### src/vn2t_pkg.sv
// Types and constants shared by the value noise turbulence block
package vn2t_pkg;

	localparam int TABLE_SIZE = 256;
	localparam int IDX_W      = $clog2(TABLE_SIZE);
	localparam int FRAC_BITS  = 16;
	localparam int COORD_W    = IDX_W + FRAC_BITS;
	localparam int OCTAVE_MAX = 8;
	localparam int CNT_W      = 4;
	localparam int W_W        = 23;
	localparam int TOT_W      = 26;
	localparam int PROD_W     = 40;
	localparam int ACC_W      = 42;
	localparam int MAG_W      = 41;
	localparam int Q_BITS     = 15;

	localparam logic [1:0] REQ_PERM  = 2'd0;
	localparam logic [1:0] REQ_VALUE = 2'd1;
	localparam logic [1:0] REQ_EVAL  = 2'd2;

	localparam logic [1:0] CFG_MODE = 2'd0;
	localparam logic [1:0] CFG_OCT  = 2'd1;
	localparam logic [1:0] CFG_LAC  = 2'd2;
	localparam logic [1:0] CFG_GAIN = 2'd3;

	localparam logic [W_W-1:0] W_ONE = W_W'(32768);

	typedef struct packed {
		logic [1:0]         kind;
		logic [IDX_W-1:0]   idx;
		logic [15:0]        val;
		logic [COORD_W-1:0] cx;
		logic [COORD_W-1:0] cy;
		logic [W_W-1:0]     w;
		logic               first;
		logic               last;
		logic               turb;
	} job_t;

	typedef struct packed {
		logic                     eval;
		logic                     first;
		logic                     last;
		logic                     turb;
		logic [W_W-1:0]           w;
		logic signed [15:0]       smp;
		logic signed [PROD_W-1:0] prod;
	} smp_t;

endpackage

### src/vn2t_front.sv
// Request decode and octave sequencer feeding the sample pipeline
module vn2t_front import vn2t_pkg::*; (
	input  logic               clk,
	input  logic               arst_n,
	input  logic               en,
	input  logic               in_v,
	output logic               in_rdy,
	input  logic [1:0]         in_req,
	input  logic [IDX_W-1:0]   in_idx,
	input  logic [15:0]        in_val,
	input  logic [COORD_W-1:0] in_x,
	input  logic [COORD_W-1:0] in_y,
	input  logic               mode,
	input  logic [CNT_W-1:0]   oct,
	input  logic [15:0]        lac,
	input  logic [15:0]        gain,
	output logic               job_v,
	output job_t               job
);

	logic               busy_q;
	logic [CNT_W-1:0]   left_q;
	logic [COORD_W-1:0] cx_q, cy_q;
	logic [W_W-1:0]     w_q;
	logic               v_s1;
	job_t               job_s1;

	logic [CNT_W-1:0]   n_eff;
	logic               accept, turb_in, known, emit;
	logic [COORD_W-1:0] cur_x, cur_y;
	logic [W_W-1:0]     cur_w;
	logic [39:0]        x_prod, y_prod;
	logic [38:0]        w_prod;
	job_t               job_nxt;

	assign in_rdy  = en && !busy_q;
	assign accept  = in_v && in_rdy;
	assign turb_in = mode && (in_req == REQ_EVAL);
	assign known   = (in_req == REQ_PERM) || (in_req == REQ_VALUE) || (in_req == REQ_EVAL);
	assign emit    = busy_q || (accept && known);

	always_comb begin
		if (oct == '0) begin
			n_eff = CNT_W'(1);
		end else if (oct > CNT_W'(OCTAVE_MAX)) begin
			n_eff = CNT_W'(OCTAVE_MAX);
		end else begin
			n_eff = oct;
		end
	end

	assign cur_x  = busy_q ? cx_q : in_x;
	assign cur_y  = busy_q ? cy_q : in_y;
	assign cur_w  = busy_q ? w_q : W_ONE;
	// next octave: coordinate * lacunarity (Q4.12), weight * gain (Q1.15)
	assign x_prod = cur_x * lac;
	assign y_prod = cur_y * lac;
	assign w_prod = cur_w * gain;

	always_comb begin
		job_nxt.kind  = busy_q ? REQ_EVAL : in_req;
		job_nxt.idx   = in_idx;
		job_nxt.val   = in_val;
		job_nxt.cx    = cur_x;
		job_nxt.cy    = cur_y;
		job_nxt.w     = cur_w;
		job_nxt.first = !busy_q;
		job_nxt.last  = busy_q ? (left_q == CNT_W'(1)) : (!turb_in || n_eff == CNT_W'(1));
		job_nxt.turb  = busy_q || turb_in;
	end

	always_ff @(posedge clk or negedge arst_n) begin
		if (!arst_n) begin
			busy_q <= 1'b0;
			left_q <= '0;
			v_s1   <= 1'b0;
		end else if (en) begin
			v_s1 <= emit;
			if (busy_q) begin
				left_q <= left_q - CNT_W'(1);
				busy_q <= (left_q != CNT_W'(1));
			end else if (accept && turb_in && n_eff != CNT_W'(1)) begin
				left_q <= n_eff - CNT_W'(1);
				busy_q <= 1'b1;
			end
		end
	end

	always_ff @(posedge clk) begin
		if (en) begin
			job_s1 <= job_nxt;
			cx_q   <= x_prod[COORD_W+11:12];
			cy_q   <= y_prod[COORD_W+11:12];
			w_q    <= w_prod[W_W+14:15];
		end
	end

	assign job_v = v_s1;
	assign job   = job_s1;

endmodule

### config.mk
export PLATFORM = sky130hd
export DESIGN_NAME = vn2t_front
export DESIGN_NICKNAME = d
export VERILOG_FILES = /design/src/vn2t_pkg.sv /design/src/vn2t_front.sv
export SDC_FILE = /design/constraint.sdc
export NUM_CORES = 2
export LEC_CHECK = 0
export BUFFER_PORTS_ARGS = -buffer_cell sky130_fd_sc_hd__buf_2
export CAP_MARGIN = 20
export CELL_PAD_IN_SITES_DETAIL_PLACEMENT = 0
export CELL_PAD_IN_SITES_GLOBAL_PLACEMENT = 1
export CORE_MARGIN = 3
export CORE_UTILIZATION = 30
export CTS_CLUSTER_DIAMETER = 40
export DETAILED_ROUTE_END_ITERATION = 10
export PLACE_DENSITY_LB_ADDON = 0.1
export SLEW_MARGIN = 15
export SYNTH_ARGS = -nofsm -noshare
export SYNTH_HDL_FRONTEND = slang
export SYNTH_SLANG_ARGS = --single-unit
### constraint.sdc
create_clock -name clk -period 10.15 [get_ports clk]
set_input_delay 2.03 -clock clk [delete_from_list [all_inputs] [get_ports clk]]
set_output_delay 2.03 -clock clk [all_outputs]
set_load 0.01 [all_outputs]
==> run metrics <==
status completed; WP buf/inv 6; placed cell count 6090; Synth Warn # 0; Max Root-Sink Buffers 2; asr flop ratio synth 3.39%; Ports 217; crit-path cells buf_2, nand2_1, fa_1, inv_1, fa_1, inv_1, fa_1, inv_1, fa_1, inv_1, fa_1, inv_1, fa_1, ha_1, o211ai_1, nor2_1, a221oi_1, nand3_1, o2111ai_2, o21ai_2, or4_4, a31oi_4, xnor2_1; H-tree levels 4; Max-Cap Viols 0; via count 27900; post-route ant nets 0; area of the core 0.132 mm²; clock sink count 177; vias in the first global route 31800; CP Capture Type register; largest net degree at the start of global routing 58; die width 373 µm; Setup Viol. Count Final 0; post-synth cell types 63; grt peak-use layer met2; Core Rows 133; Critical Path Max Stage Delay 0.57 ns; Avg WL per Cell 20.6 µm; clock skew 0.0219 ns; crit path launch lac[1]; syn_area_per_cell 9.43 µm²; R2R Path Start busy_q; count of input and output buffers 216; Final Cycle Share 83.6%; Slew @ Worst Pin 0.882 ns; Post-CTS Hold Buffers 0; antenna violations before repair 8; Top FF cell, synth edfxtp_1; synthesized net count 5565; Slew Limit Fails 0; Final Hold Vio Count 0; cts repair resizes 0; setup_tns 0 ns; clock latency on the worst-skew pair 0.55 ns; most used cell, CP fa_1; Post-Layout Cell Count 6126; FF+latch count, synth 177; Post-layout nets 5643; root buf cell clkbuf_16; RD Place Congestion 0.778; GR Util met3 2.68%; startpoint types input port; Syn-to-layout area delta 8.83%; TritonRoute pass-1 iters 5; worst hold path startpoint job_v; Synth Cell Area 0.0403 mm²; Slew HR 41.2%; RSZ-0062 raised after global routing no; via/cell ratio 4.56; Worst-path clk slew 0.09 ns; critical path's top delay family adder cells; Cells after Synth 4276; FILL cells 14100; M2 GR Usage 33.4%; Post-synth EDFFs 171; initial DRC count 1246; worst hold path type register to register; share of post-route cells with drive strength above 1 8.50%; post-route minimum period 8.48 ns; CTS tree done; post-synthesis sequential area ratio 13.1%; GRT Resource Usage Total 19.1%; CP Data Required Time 10.44 ns; DIE HEIGHT 373 µm; number of setup buffers added after CTS 0; Die ar. 0.139 mm²; GR Overflow Total 0; CTS Buf Count 17; final wirelength 126000 µm; met1 usage in global routing 25.1%; Setup CP Type input port to register; first-pass GRT wire length 197000 µm; DRC Markers 0; CP max stage cell fa_1; f_max 118 MHz; maximum fanout along the worst path 24; critical path data arrival time 8.77 ns; initial core utilization 30.4%; DP HPWL 97400 µm
[logic make-up after synthesis]
| family | synth area share, % |
|---|---|
| buf+inv | 11.9 |
| simple gates | 15.2 |
| mux | 1.37 |
| compound gates | 3.57 |
| flops | 13.1 |
| fa+ha+maj | 53.0 |
| xor+xnor | 1.89 |
[through the flow]
| stage | instance area, µm² | utilization, % | setup WS, ns | hold WS (ns) |
|---|---|---|---|---|
| final | 43900 | 33.1 | 1.67 | 0.533 |
| after global routing | 43900 | 33.1 | 1.33 | 0.566 |
| after CTS | 43900 | 33.1 | 1.59 | 0.545 |
| after detailed placement | 43300 | 32.7 | 0.969 | 0.528 |
| after global placement | 43300 | 32.7 | 1.02 | 0.523 |
| after floorplan | 40300 | - | 1.95 | 0.490 |
[area by class of cell]
type | instances | area (µm²) | area share [%]
Inverter | 1060 | 3980 | 9.07
Timing Repair Buffer | 276 | 1570 | 3.58
Multi-Input combinational cell | 2822 | 30200 | 68.9
Antenna cell | 4 | 10.0 | 0.0228
Clock buffer | 18 | 429 | 0.978
Clock inverter | 14 | 168 | 0.382
Tap cell | 1755 | 2200 | 5.00
Sequential cell | 177 | 5290 | 12.1
[worst reg2reg max path: stages (launching register included)]
cell and delay, ns:
dfrtp_4 0.86, buf_4 0.52, mux2_2 0.59, and2_1 0.28, fa_1 0.45, fa_1 0.49, inv_1 0.05, fa_1 0.53
inv_1 0.06, fa_1 0.47, inv_1 0.05, fa_1 0.48, inv_1 0.05, fa_1 0.44, ha_1 0.31, o211ai_1 0.27
nor2_1 0.09, a221oi_1 0.27, nand3_1 0.37, o2111ai_2 0.44, o21ai_2 0.20, or4_4 0.54, a31oi_4 0.17, xnor2_1 0.08
[registers in the layout, indices dropped and copies added, names as in the netlist]
name and cells:
job 100, cx_q 24, cy_q 24, w_q 23, left_q 4, busy_q 1
job_v 1
[cell usage after synthesis, types with 4 or more instances]
cell type | n | area share [%]
nand3_1 | 22 | 0.27
xnor2_1 | 59 | 1.3
xor2_1 | 28 | 0.61
o21ai_1 | 6 | 0.074
inv_1 | 1060 | 9.9
a211oi_1 | 10 | 0.19
clkbuf_1 | 210 | 2.0
nand3b_1 | 6 | 0.11
o211ai_1 | 4 | 0.074
fa_1 | 890 | 44
o21ai_0 | 29 | 0.36
a21o_1 | 31 | 0.58
a211o_1 | 4 | 0.087
dfrtp_1 | 6 | 0.37
o21bai_1 | 12 | 0.22
nor3_1 | 9 | 0.11
and4_1 | 4 | 0.087
edfxtp_1 | 171 | 13
a31oi_1 | 4 | 0.062
and3_1 | 146 | 2.3
and2_0 | 4 | 0.062
buf_1 | 4 | 0.037
ha_1 | 284 | 8.8
nor2b_1 | 11 | 0.17
o22ai_1 | 4 | 0.062
nand2_1 | 756 | 7.0
nand2b_1 | 6 | 0.093
nand4_1 | 8 | 0.12
a21oi_1 | 66 | 0.82
o21a_1 | 7 | 0.13
nor2_1 | 46 | 0.43
and2_1 | 272 | 4.2
mux2_2 | 48 | 1.3
[per-layer routing]
metal  share of wire, %  wire [µm]
met2                 50      63400
met4                1.8       2260
met3                3.6       4500
met5              0.021         27
met1                 44      55900
[final timing paths]
kind | to | depth (start not counted) | slack, ns
worst max-delay path | cy_q[23] | 23 | 1.67
worst min-delay path | job_v | 2 | 0.53
worst max register to register | cy_q[23] | 23 | 1.84
worst min register to register | job_v | 2 | 0.53
max in group asynchronous | busy_q | 1 | 8.67
min in group asynchronous | job_v | 1 | 1.30
[placed cells by master (no fill, tap or decap), types with 29 or more instances in the layout]
cell / Yosys / final
ha_1: 284 / 284
buf_2: 3 / 215
inv_1: 1060 / 1060
edfxtp_1: 171 / 171
xnor2_1: 59 / 59
o21ai_0: 29 / 29
and2_1: 272 / 272
mux2_2: 48 / 48
nand2_1: 756 / 756
nor2_1: 46 / 46
buf_4: 0 / 57
a21o_1: 31 / 31
and3_1: 146 / 146
a21oi_1: 66 / 66
fa_1: 890 / 890
Power is not shown: default switching activity piles up to over one toggle a cycle in this logic, so the estimate is an artifact.
