--- src/vn2t_pkg.sv ---
// Types and constants shared by the value noise turbulence block
package vn2t_pkg;

	localparam int TABLE_SIZE = 256;
	localparam int IDX_W      = $clog2(TABLE_SIZE);
	localparam int FRAC_BITS  = 16;
	localparam int COORD_W    = IDX_W + FRAC_BITS;
	localparam int OCTAVE_MAX = 8;
	localparam int CNT_W      = 4;
	localparam int W_W        = 23;
	localparam int TOT_W      = 26;
	localparam int PROD_W     = 40;
	localparam int ACC_W      = 42;
	localparam int MAG_W      = 41;
	localparam int Q_BITS     = 15;

	localparam logic [1:0] REQ_PERM  = 2'd0;
	localparam logic [1:0] REQ_VALUE = 2'd1;
	localparam logic [1:0] REQ_EVAL  = 2'd2;

	localparam logic [1:0] CFG_MODE = 2'd0;
	localparam logic [1:0] CFG_OCT  = 2'd1;
	localparam logic [1:0] CFG_LAC  = 2'd2;
	localparam logic [1:0] CFG_GAIN = 2'd3;

	localparam logic [W_W-1:0] W_ONE = W_W'(32768);

	typedef struct packed {
		logic [1:0]         kind;
		logic [IDX_W-1:0]   idx;
		logic [15:0]        val;
		logic [COORD_W-1:0] cx;
		logic [COORD_W-1:0] cy;
		logic [W_W-1:0]     w;
		logic               first;
		logic               last;
		logic               turb;
	} job_t;

	typedef struct packed {
		logic                     eval;
		logic                     first;
		logic                     last;
		logic                     turb;
		logic [W_W-1:0]           w;
		logic signed [15:0]       smp;
		logic signed [PROD_W-1:0] prod;
	} smp_t;

endpackage

--- src/vn2t_div.sv ---
// Octave accumulation, magnitude and pipelined restoring divide by total weight
module vn2t_div import vn2t_pkg::*; (
	input  logic               clk,
	input  logic               arst_n,
	input  logic               en,
	input  logic               in_v,
	input  smp_t               in_smp,
	output logic               out_v,
	output logic signed [15:0] out_noise,
	output logic               out_sat
);

	typedef struct packed {
		logic               turb;
		logic               sat;
		logic signed [15:0] smp;
		logic [MAG_W-1:0]   rem;
		logic [TOT_W-1:0]   tot;
		logic [Q_BITS-1:0]  quo;
	} dv_t;

	logic signed [ACC_W-1:0] acc_q;
	logic [TOT_W-1:0]        tot_q;

	logic                    v_s8, v_s9;
	logic signed [ACC_W-1:0] sum_s8;
	logic [TOT_W-1:0]        tot_s8, tot_s9;
	logic signed [15:0]      smp_s8, smp_s9;
	logic                    turb_s8, turb_s9;
	logic [MAG_W-1:0]        mag_s9;

	logic                    dv_v_s [Q_BITS+1];
	dv_t                     dv_s   [Q_BITS+1];

	logic signed [ACC_W-1:0] acc_nxt, neg;
	logic [TOT_W-1:0]        tot_nxt;

	assign acc_nxt = in_smp.first ? ACC_W'(in_smp.prod) : acc_q + ACC_W'(in_smp.prod);
	assign tot_nxt = in_smp.first ? TOT_W'(in_smp.w) : tot_q + TOT_W'(in_smp.w);
	assign neg     = -sum_s8;

	always_ff @(posedge clk) begin
		if (en) begin
			if (in_v && in_smp.eval) begin
				acc_q <= acc_nxt;
				tot_q <= tot_nxt;
			end
			sum_s8  <= acc_nxt;
			tot_s8  <= tot_nxt;
			smp_s8  <= in_smp.smp;
			turb_s8 <= in_smp.turb;
			mag_s9  <= sum_s8[ACC_W-1] ? neg[MAG_W-1:0] : sum_s8[MAG_W-1:0];
			tot_s9  <= tot_s8;
			smp_s9  <= smp_s8;
			turb_s9 <= turb_s8;
		end
	end

	always_ff @(posedge clk or negedge arst_n) begin
		if (!arst_n) begin
			v_s8      <= 1'b0;
			v_s9      <= 1'b0;
			dv_v_s[0] <= 1'b0;
		end else if (en) begin
			v_s8      <= in_v && in_smp.eval && in_smp.last;
			v_s9      <= v_s8;
			dv_v_s[0] <= v_s9;
		end
	end

	// quotient above 15 bits means |sum| >= total * 2^15
	always_ff @(posedge clk) begin
		if (en) begin
			dv_s[0].turb <= turb_s9;
			dv_s[0].sat  <= (mag_s9 >= {tot_s9, {Q_BITS{1'b0}}});
			dv_s[0].smp  <= smp_s9;
			dv_s[0].rem  <= mag_s9;
			dv_s[0].tot  <= tot_s9;
			dv_s[0].quo  <= '0;
		end
	end

	for (genvar i = 0; i < Q_BITS; i++) begin : g_div
		logic [MAG_W-1:0] dsr;
		logic             fit;
		dv_t              nxt;

		assign dsr = MAG_W'(dv_s[i].tot) << (Q_BITS - 1 - i);
		assign fit = (dv_s[i].rem >= dsr);

		always_comb begin
			nxt = dv_s[i];
			if (fit) begin
				nxt.rem = dv_s[i].rem - dsr;
				nxt.quo[Q_BITS-1-i] = 1'b1;
			end
		end

		always_ff @(posedge clk or negedge arst_n) begin
			if (!arst_n) begin
				dv_v_s[i+1] <= 1'b0;
			end else if (en) begin
				dv_v_s[i+1] <= dv_v_s[i];
			end
		end

		always_ff @(posedge clk) begin
			if (en) begin
				dv_s[i+1] <= nxt;
			end
		end
	end

	assign out_v     = dv_v_s[Q_BITS];
	assign out_sat   = dv_s[Q_BITS].turb && dv_s[Q_BITS].sat;
	assign out_noise = !dv_s[Q_BITS].turb ? dv_s[Q_BITS].smp :
		(dv_s[Q_BITS].sat ? 16'sh7FFF : $signed({1'b0, dv_s[Q_BITS].quo}));

endmodule

--- config.mk ---
export PLATFORM = sky130hd
export DESIGN_NAME = vn2t_div
export DESIGN_NICKNAME = d
export VERILOG_FILES = /design/src/vn2t_pkg.sv /design/src/vn2t_div.sv
export SDC_FILE = /design/constraint.sdc
export NUM_CORES = 2
export LEC_CHECK = 0
export ABC_AREA = 0
export BUFFER_PORTS_ARGS = -buffer_cell sky130_fd_sc_hd__buf_2
export CAP_MARGIN = 20
export CORE_ASPECT_RATIO = 1.5
export CORE_MARGIN = 2
export CORE_UTILIZATION = 37
export DETAILED_ROUTE_END_ITERATION = 6
export GPL_TIMING_DRIVEN = 0
export HOLD_SLACK_MARGIN = 0.15
export SLEW_MARGIN = 25
export SYNTH_ARGS = -nofsm -noshare
export SYNTH_HDL_FRONTEND = slang
export SYNTH_SLANG_ARGS = --single-unit
--- constraint.sdc ---
create_clock -name clk -period 5.05 [get_ports clk]
set_input_delay 0.505 -clock clk [delete_from_list [all_inputs] [get_ports clk]]
set_output_delay 0.505 -clock clk [all_outputs]
set_load 0.1 [all_outputs]
==> impl_metrics.tcl <==
set metrics [dict create \
    syn_nets 7276 \
    viasPerCell 5.17 \
    multi_input_area_um2 29700 \
    die_h_um 581 \
    worst-path-buf-inv 1 \
    drt_iter0_drc 2226 \
    p_leak_nw 35.5 \
    rows 211 \
    ys_types 91 \
    drive_gt1_share_pct 7.89 \
    ys_seq_area_share_pct 60.8 \
    grt_overflow 0 \
    synth_edf_count 1650 \
    grt_pass1_vias 55700 \
    critPathMostFrequentCell "o21ai_0" \
    yosys.area.top_type "edfxtp_1" \
    synth_seq_cells 1668 \
    crit_family "compound AO/OA/AOI/OAI gates" \
    synth_top_area_share_pct 60.3 \
    cts_max_level 4 \
    fmax_mhz 204 \
    grt_pass1_wl_um 304000 \
    synth_area_leaders "edfxtp_1 (60%), ha_1 (7.3%), o21ai_0 (3.0%), xnor2_1 (3.0%), a21oi_1 (2.8%)" \
    slew_violations 0 \
    sequentialPowerShare_pct 41.2 \
    crit_required_ns 5.55 \
    cts_tree "done" \
    cts_buffer_depth 4 \
    hold_ws_ns 0.231 \
    synth-simple-area-share_pct 9.34 \
    place_congestion 0.982 \
    p_sw_share_pct 32.8 \
    drc 0 \
    cts-root-buf "clkbuf_16" \
    die-area_um2 226000 \
    ys_async_sr_fraction_pct 1.08 \
    drtPass1Iterations 5 \
    cp_slowest_stage_delay_ns 0.73 \
    synth_top_family_by_area "compound AO/OA/AOI/OAI gates" \
    switchingPower_mw 15.8 \
    hp-class "in2reg" \
    dpl.hpwl_um 155000 \
    crit_path_end_kind "flip-flop" \
    path_clk_slew_ns 0.06 \
    routedWlPerCell_um 19.8 \
    period_minus_slack_ns 4.90 \
    maxCapViolCount 0 \
    vdd_drop_max_mv 0.258 \
    finalCritPeriodShare_pct 97.1 \
    synthCells 6692 \
    outcome "finished clean" \
    worstMarginPinSlew_ns 1.07 \
    start_kind "flip-flop" \
    dr_total_vias 52100 \
    netlist_area_um2 82200 \
    combPwrFrac_pct 31.7 \
    nets 7656 \
    io_buffers 103 \
    seqCellArea_um2 50000 \
    die_x_um 389 \
    grt_max_degree 140 \
    finalPower_mw 48.3 \
    crit_fanout 10 \
    path_class "reg2reg" \
    ys.flop_type "edfxtp_1" \
    rsz0062_at_grt "no" \
    antenna_found_initial 3 \
    internal-power_mw 32.4 \
    maxSlewHeadroom_pct 28.7 \
    synth_warnings 0 \
    clock_power_share_pct 27.1 \
    core_area_um2 220000 \
    nFillCells 20300 \
    synth-compound-area-share_pct 12.5 \
    cts_sinks 1668 \
    crit_path_cell_trace "ha_1, a21o_1, a21oi_1, o21ai_0, a21bo_2, a2111oi_0, o31a_1, nand2_1, a211oi_2, clkbuf_1, o21ai_0" \
    synth_mux_area_share_pct 1.24 \
    synthXorXnorAreaFrac_pct 5.22 \
    final_core_util_pct 42.4 \
    drt_wl_total_um 200000 \
    start_util_pct 37.3 \
    syn_area_per_cell_um2 12.3 \
    hold_violations 0 \
    numCtsBuffers 179 \
    grtUsageTotal_pct 17.4 \
    fin_worst_skew_ns 0.0554 \
    setup_violations 0 \
    synthAdderAreaFrac_pct 7.71 \
    ant_nets 0 \
    io_pins 105 \
    p_per_area_nw_per_um2 517 \
    critPathArrivalTime_ns 5.40 \
    cp_slowest_cell "a2111oi_0" \
    worstSkewPairLatency_ns 0.85 \
    syn2layout_area_growth_pct 13.7 \
]
[cells by family after synthesis]
group / after synthesis
DFF: 1668
AOI/OAI and AO/OA: 1653
and+or+nand+nor: 1598
buffers and inverters: 695
adders and majority gates: 497
xor gates and xnor gates: 490
muxes: 91
[worst register-to-register path, cell delays in order (launching register included)]
cell       delay, ns
edfxtp_1        0.39
ha_1            0.35
a21o_1          0.18
a21oi_1         0.40
o21ai_0         0.32
a21bo_2         0.32
a2111oi_0       0.73
o31a_1          0.33
nand2_1         0.13
a211oi_2        0.49
clkbuf_1        0.69
o21ai_0         0.24
[flip-flops by register name, summed over array words and instances, names as in the netlist, 15 cells and up]
register	flops
dv_s	1413
acc_q	42
sum_s8	42
mag_s9	41
tot_q	26
tot_s8	26
tot_s9	26
smp_s8	16
smp_s9	16
dv_v_s	15
[per-stage QoR]
| step | area, um2 | cells | TNS [ns] | setup WS (ns) |
|---|---|---|---|---|
| finish | 93400 | 10100 | 0 | 0.146 |
| global route | 93400 | 10100 | 0 | 0.0257 |
| CTS | 93400 | 10100 | 0 | 0.00623 |
| detailed placement | 86800 | 9689 | -13.46 | -0.440 |
| global placement | 86300 | 9670 | - | -24.00 |
| floorplan | 82200 | 6692 | 0 | 1.45 |
[area by class of cell]
cell class	count	share of cell area [%]
sequential	1668	53.5
clock inverter	102	1.17
clock buffer	207	5.00
buffer	148	0.645
antenna	2	0.00536
tap	2875	3.85
inverter	545	2.19
multi-input combinational	4329	31.8
timing repair buffer	201	1.87
[routing by layer]
layer  wire, um  track usage [%]  vias up
met2     118000             37.3     1057
met1      58600             13.2    24800
li1           -                -    25600
met4      17800             13.9        0
met3       5320             2.06      669
met5          0                0        -
[power by group through the flow]
stage | Clock, mW | Combinational (mW) | Sequential (mW)
2_1_floorplan | 0 | 11.2 | 19.7
3_3_place_gp | 0 | 14.8 | 20.7
3_5_place_dp | 0 | 15.1 | 20.1
4_1_cts | 13.5 | 15.3 | 19.9
5_1_grt | 13.9 | 16.9 | 20.1
6_report | 13.1 | 15.3 | 19.9
[what timing repair did]
action	4_1_cts	5_1_grt
gates resized for setup	7	20
hold endpoints to repair	241	0
hold buffers	79	0
pin swaps	0	0
setup endpoints to repair	74	84
buffers inserted	0	0
[cell usage after synthesis, drive strengths merged, types with 18 or more instances]
cell and instances:
or4 26, o31a 23, a21oi 461, nor3 94, nand2b 72, clkbuf 131, and3 34, nor4b 18
nand2 563, o21a 68, o211ai 31, a211oi 41, xnor2 280, mux2 86, xor2 210, o21bai 60
or3 43, nand3 102, o31ai 49, or2 20, a21o 193, nand4 78, edfxtp 1650, ha 481
inv 544, nor2 359, o21ai 505, buf 19, nor4 58, nor2b 64, a31oi 46, dfrtp 18
[path summary, 6_finish.rpt]
kind                              start           end  slack [ns]  cells after the start
setup reg to reg            dv_s[0][58]  dv_s[0][179]        0.15                     11
setup / recovery            dv_s[0][58]  dv_s[0][179]        0.15                     11
hold reg to reg            dv_s[1][213]  dv_s[1][313]        0.37                      0
min in group asynchronous        arst_n          v_s8        0.84                      3
hold / removal                in_smp[5]     sum_s8[5]        0.23                      3
max in group asynchronous        arst_n     dv_v_s[3]        3.72                      3
[placed cells by master, fill, tap and decap left out, types with 39 or more instances in the layout]
| cell type | count |
|---|---|
| o21ai_0 | 499 |
| a31oi_1 | 44 |
| nor2b_1 | 64 |
| inv_1 | 542 |
| dlygate4sd3_1 | 79 |
| a21o_1 | 193 |
| o31ai_1 | 46 |
| nand4_1 | 78 |
| a211oi_1 | 39 |
| ha_1 | 481 |
| xnor2_1 | 280 |
| o21a_1 | 67 |
| nor2_1 | 358 |
| edfxtp_1 | 1650 |
| nor3_1 | 89 |
| buf_2 | 114 |
| nor4_1 | 54 |
| nand2b_1 | 72 |
| mux2_2 | 86 |
| clkbuf_16 | 183 |
| a21oi_1 | 457 |
| o21bai_1 | 60 |
| clkbuf_1 | 142 |
| nand3_1 | 102 |
| nand2_1 | 562 |
| xor2_1 | 210 |
Power figures use the tool's default switching activity.
